$ cat config.mk
export PLATFORM = sky130hd
export DESIGN_NAME = sgmd_queue
export DESIGN_NICKNAME = d
export VERILOG_FILES = /design/src/sgmd_pkg.sv /design/src/sgmd_queue.sv
export SDC_FILE = /design/constraint.sdc
export NUM_CORES = 1
export LEC_CHECK = 0
export BUFFER_PORTS_ARGS = -buffer_cell sky130_fd_sc_hd__buf_2
export CAP_MARGIN = 20
export CORE_MARGIN = 2
export CORE_UTILIZATION = 56
export DETAILED_ROUTE_END_ITERATION = 12
export PLACE_DENSITY = 0.78
export SLEW_MARGIN = 30
export SYNTH_ARGS = -nofsm -noshare
export SYNTH_HDL_FRONTEND = slang
export SYNTH_SLANG_ARGS = --single-unit
$ cat constraint.sdc
create_clock -name clk -period 2.7 [get_ports clk]
set_input_delay 0.54 -clock clk [delete_from_list [all_inputs] [get_ports clk]]
set_output_delay 0.54 -clock clk [all_outputs]
set_load 0.02 [all_outputs]
$ cat src/sgmd_pkg.sv
package sgmd_pkg;

  // pixel, gradient, frame size and configuration widths
  localparam int GRAY_W     = 10;
  localparam int GRAD_W     = 14;
  localparam int IMG_W_W    = 12;
  localparam int IMG_H_W    = 13;
  localparam int CFG_IDX_W  = 1;
  localparam int CFG_DATA_W = 13;

  // configuration register indexes
  typedef logic [CFG_IDX_W-1:0] cfg_idx_t;
  localparam cfg_idx_t CFG_IMAGE_WIDTH  = 1'b0;
  localparam cfg_idx_t CFG_IMAGE_HEIGHT = 1'b1;

  localparam logic [IMG_W_W-1:0] WIDTH_RST  = 12'd640;
  localparam logic [IMG_H_W-1:0] HEIGHT_RST = 13'd480;

  // back end arithmetic
  localparam int SQ_W       = 26;
  localparam int SQRT_STEPS = 13;
  localparam int CNT_W      = 4;
  localparam logic [CNT_W-1:0] CNT_MAG  = 4'd13;
  localparam logic [CNT_W-1:0] CNT_LAST = 4'd15;
  localparam logic [SQ_W-1:0] SQRT_BIT0 = 26'd1 << 24;
  localparam logic [14:0] RECIP3   = 15'd21846;
  localparam logic [7:0]  MAG_MAX  = 8'd255;
  localparam logic [7:0]  DIR_FLAT = 8'd180;
  localparam logic [7:0]  DIR_HALF = 8'd90;
  localparam logic [7:0]  DIR_TOP  = 8'd179;
  localparam int QUEUE_DEPTH = 4;

  // trig tables, whole degrees 0..90, unsigned Q50
  localparam int TRIG_W  = 51;
  localparam int TRIG_AW = 7;
  localparam int PROD_W  = GRAD_W + TRIG_W + 1;
  localparam real PI_DEG    = 3.14159265358979323846 / 180.0;
  localparam real SCALE_Q50 = 1125899906842624.0;
  localparam logic [TRIG_W-1:0] Q_ONE = 51'd1 << 50;

  typedef logic [TRIG_W-1:0] trig_tab_t [0:90];

  function automatic trig_tab_t build_sin_tab();
    trig_tab_t t;
    for (int k = 0; k <= 90; k++) begin
      t[k] = TRIG_W'(longint'($sin(real'(k) * PI_DEG) * SCALE_Q50));
    end
    t[0]  = '0;
    t[90] = Q_ONE;
    return t;
  endfunction

  function automatic trig_tab_t build_cos_tab();
    trig_tab_t t;
    for (int k = 0; k <= 90; k++) begin
      t[k] = TRIG_W'(longint'($cos(real'(k) * PI_DEG) * SCALE_Q50));
    end
    // 45 degrees uses the sine value so the diagonal compare is exact
    t[45] = TRIG_W'(longint'($sin(45.0 * PI_DEG) * SCALE_Q50));
    t[0]  = Q_ONE;
    t[90] = '0;
    return t;
  endfunction

  localparam trig_tab_t SIN_TAB = build_sin_tab();
  localparam trig_tab_t COS_TAB = build_cos_tab();

  // one gradient job between front and back
  typedef struct packed {
    logic signed [GRAD_W-1:0] gx;
    logic signed [GRAD_W-1:0] gy;
    logic                     last;
  } sgmd_job_t;

  typedef struct packed {
    logic      valid;
    sgmd_job_t job;
  } job_req_t;

  typedef enum logic [2:0] {
    BK_IDLE,
    BK_SQR,
    BK_ADD,
    BK_RUN,
    BK_DONE
  } back_state_t;

endpackage

$ cat src/sgmd_queue.sv
module sgmd_queue import sgmd_pkg::*; (
  input  logic     clk,
  input  logic     rst_n,
  input  job_req_t push,
  output logic     push_ready,
  output job_req_t head,
  input  logic     pop
);

  localparam int AW = $clog2(QUEUE_DEPTH);

  sgmd_job_t       entry_r [QUEUE_DEPTH];
  logic [AW-1:0]   wr_ptr_r, rd_ptr_r;
  logic [AW:0]     count_r;
  logic            do_push, do_pop;

  assign push_ready = (int'(count_r) < QUEUE_DEPTH);
  assign do_push    = push.valid && push_ready;
  assign do_pop     = pop && (count_r != '0);
  assign head.valid = (count_r != '0);
  assign head.job   = entry_r[rd_ptr_r];

  // pointers and fill level
  always_ff @(posedge clk) begin
    if (!rst_n) begin
      wr_ptr_r <= '0;
      rd_ptr_r <= '0;
      count_r  <= '0;
    end else begin
      if (do_push) wr_ptr_r <= wr_ptr_r + AW'(1);
      if (do_pop) rd_ptr_r <= rd_ptr_r + AW'(1);
      if (do_push && !do_pop) count_r <= count_r + (AW+1)'(1);
      else if (do_pop && !do_push) count_r <= count_r - (AW+1)'(1);
    end
  end

  // storage
  always_ff @(posedge clk) begin
    if (do_push) entry_r[wr_ptr_r] <= push.job;
  end

endmodule

==> impl_metrics.env <==
export IMPL_cts_sinks=125
export IMPL_worst_slew_pin_slew_ns=0.467
export IMPL_fin_ws_ns=0.291
export IMPL_largest_cells_by_area_after_synthesis="edfxtp_1 (75%), mux4_2 (14%), dfxtp_1 (3.9%)"
export IMPL_first_global_vias=2294
export IMPL_portBuffers=63
export IMPL_floorplan_core_area_mm2=0.00813
export IMPL_pwr_density_cell_mw_per_mm2=1070
export IMPL_tcrit_tclk_final_pct=89.2
export IMPL_report_final_hold_viol_count=0
export IMPL_finalCoreUtilization_pct=70.4
export IMPL_start_kind="flop"
export IMPL_cts_buffers=17
export IMPL_post_route_cells_drive_above_1_share_pct=46.7
export IMPL_detailedPlace_worstSlack_ns=0.614
export IMPL_wl_um=7910
export IMPL_finalHoldWorstSlack_ns=0.245
export IMPL_place_detailed_hpwl_um=4160
export IMPL_first_iter_violations=144
export IMPL_first_pass_iters=6
export IMPL_replace_congestion=0.718
export IMPL_post_cts_buffers=0
export IMPL_max_freq_ghz=0.415
export IMPL_wire_length_of_the_first_global_routing_pass_um=12100
export IMPL_ctsHtreeMaxLevel=4
export IMPL_antenna_violating_nets_post_route=0
export IMPL_count_of_unique_library_cells_instantiated_by_yosys=22
export IMPL_clock_tree_from_tritoncts="yes"
export IMPL_total_leakage_power_nw=1.99
export IMPL_drt_drc_violations_left=0
export IMPL_post_synth_instance_area_mm2=0.00466
export IMPL_flow_area_growth_from_synthesis_pct=22.8
export IMPL_grt_remaining_overflow=0
export IMPL_die_area_mm2=0.00907
export IMPL_cts_reportedPaths_clkPinSlew_ns=0.06
export IMPL_postPlaceCellArea_mm2=0.00512
export IMPL_ir_drop_uv=557
export IMPL_antenna_found_initial=0
export IMPL_synth_avg_cell_area_um2=23.8
export IMPL_most_common_layout_cells="edfxtp_1 (116), buf_2 (63), mux4_2 (28), clkbuf_16 (16), dfxtp_1 (8)"
export IMPL_route_vias_total=2185
export IMPL_synth_seq_cells=125
export IMPL_total_power_mw=6.12
export IMPL_design_portCount=64
export IMPL_clock_skew_ns=0.00715
export IMPL_grt_start_max_net_pins=30
export IMPL_route_detailed_wl_per_inst_um=20.0
export IMPL_synth_seq_area_share_pct=78.6
export IMPL_hold_path_class="in -> reg"
export IMPL_timing_slew_headroom_pct=68.8
export IMPL_place_detailed_instances=364
export IMPL_run_status="finished clean"
export IMPL_required_time_worst_endpoint_ns=2.16
export IMPL_final_area_mm2=0.00572
export IMPL_layout_commonest_cell="edfxtp_1"
export IMPL_setup_worst_path_end_class="output port"
export IMPL_synth_warnings=0
export IMPL_rsz0062_at_grt="false"
export IMPL_netlist_area_leader_share_pct=74.7
export IMPL_hold_buffers=0
export IMPL_grt_util_all_layers_pct=19.2
export IMPL_number_of_violations_of_the_max_capacitance_limit=0
export IMPL_fin_tns_setup_ns=0
export IMPL_antenna_cells_inserted=0
export IMPL_fp_dieH_um=95.2
export IMPL_row_count=33
export IMPL_worst_r2r_setup_slack_ns=0.64
export IMPL_via_per_inst=5.52
export IMPL_synthesis_instances=196
export IMPL_synth_largest_area_cell="edfxtp_1"
export IMPL_timing_critical_path_arrival_ns=1.87
export IMPL_clk_root_buffer_cell="clkbuf_8"
export IMPL_slew_violations=0
export IMPL_critical_path_fanout_max=29
export IMPL_finalSetupViolCount=0
export IMPL_crit_type="reg -> out"
export IMPL_postSynthNetCount=235
export IMPL_floorplan_initialDensity_pct=57.3
export IMPL_die_width_um=95.2
export IMPL_finish_net_count=317
export IMPL_final_min_clock_period_ns=2.41
export IMPL_post_layout_nonfiller_instances=396
export IMPL_clock_tree_buffer_depth=2
export IMPL_post_cts_resize_count=0
export IMPL_worst_skew_pair_late_latency_ns=0.51
export IMPL_fillCellCount=504
worst max-delay path, stage by stage, from the launching register on:
cell and delay (ns):
dfxtp_2 0.34, buf_12 0.25, mux4_2 0.58, buf_2 0.18
per-layer routing:
| metal | vias to the layer above | GRT usage (%) | part of all wire (%) | wire (µm) |
|---|---|---|---|---|
| met4 | 0 | 7.61 | 0.86 | 68 |
| met2 | 51 | 30.1 | 52 | 4130 |
| met5 | - | 0 | 0 | 0 |
| met3 | 7 | 7.04 | 4.7 | 370 |
| met1 | 1144 | 24.8 | 42 | 3340 |
| li1 | 983 | - | - | - |
layout make-up:
type	instances	area (µm²)	area share (%)
multi-input combinational	60	930	16.2
tap	105	131	2.30
timing repair buffer	70	380	6.65
clock inverter	15	188	3.28
inverter	4	15.0	0.262
clock buffer	17	414	7.24
sequential	125	3660	64.0
sequential cells by signal (all words and copies together), names as in the netlist, named ones only:
signal / flops
rd_ptr_r: 2
entry_r: 116
wr_ptr_r: 2
count_r: 3
kinds of logic after synthesis:
family                     Yosys count  synth area share [%]
DFF                                125                  78.6
muxes                               31                  14.5
and+or+nand+nor                     14                  1.88
buffers and inverters               11                  1.56
adders and majority gates            6                  1.77
xor gates and xnor gates             5                 0.940
AOI/OAI and AO/OA                    4                 0.725
report_power, final:
| group | switching, mW | leakage, nW | internal [mW] |
|---|---|---|---|
| clock | 0.836 | 0.286 | 1.42 |
| sequential | 0.0844 | 1.14 | 2.37 |
| combinational | 0.786 | 0.571 | 0.629 |
| total | 1.71 | 1.99 | 4.42 |
synthesized netlist by cell type:
cell type,n
edfxtp_1,116
mux4_2,28
and2_1,9
dfxtp_1,9
ha_1,5
inv_1,4
xnor2_1,4
buf_2,3
nor2b_1,3
mux2i_1,2
or3_1,2
a21boi_0,1
buf_12,1
buf_4,1
buf_6,1
clkbuf_1,1
fa_1,1
mux4_1,1
o21ai_0,1
o311ai_1,1
o31ai_2,1
xor2_1,1
path summary, 6_finish.rpt:
path / from / end / cells past startpoint
worst max-delay path: flop / head[6] / 3
worst min-delay path: push[5] / entry_r[0][5] / 1
worst max register to register: count_r[0] / count_r[2] / 7
worst min register to register: wr_ptr_r[1] / wr_ptr_r[1] / 2
Note: power is estimated with default switching activity, not from simulation.
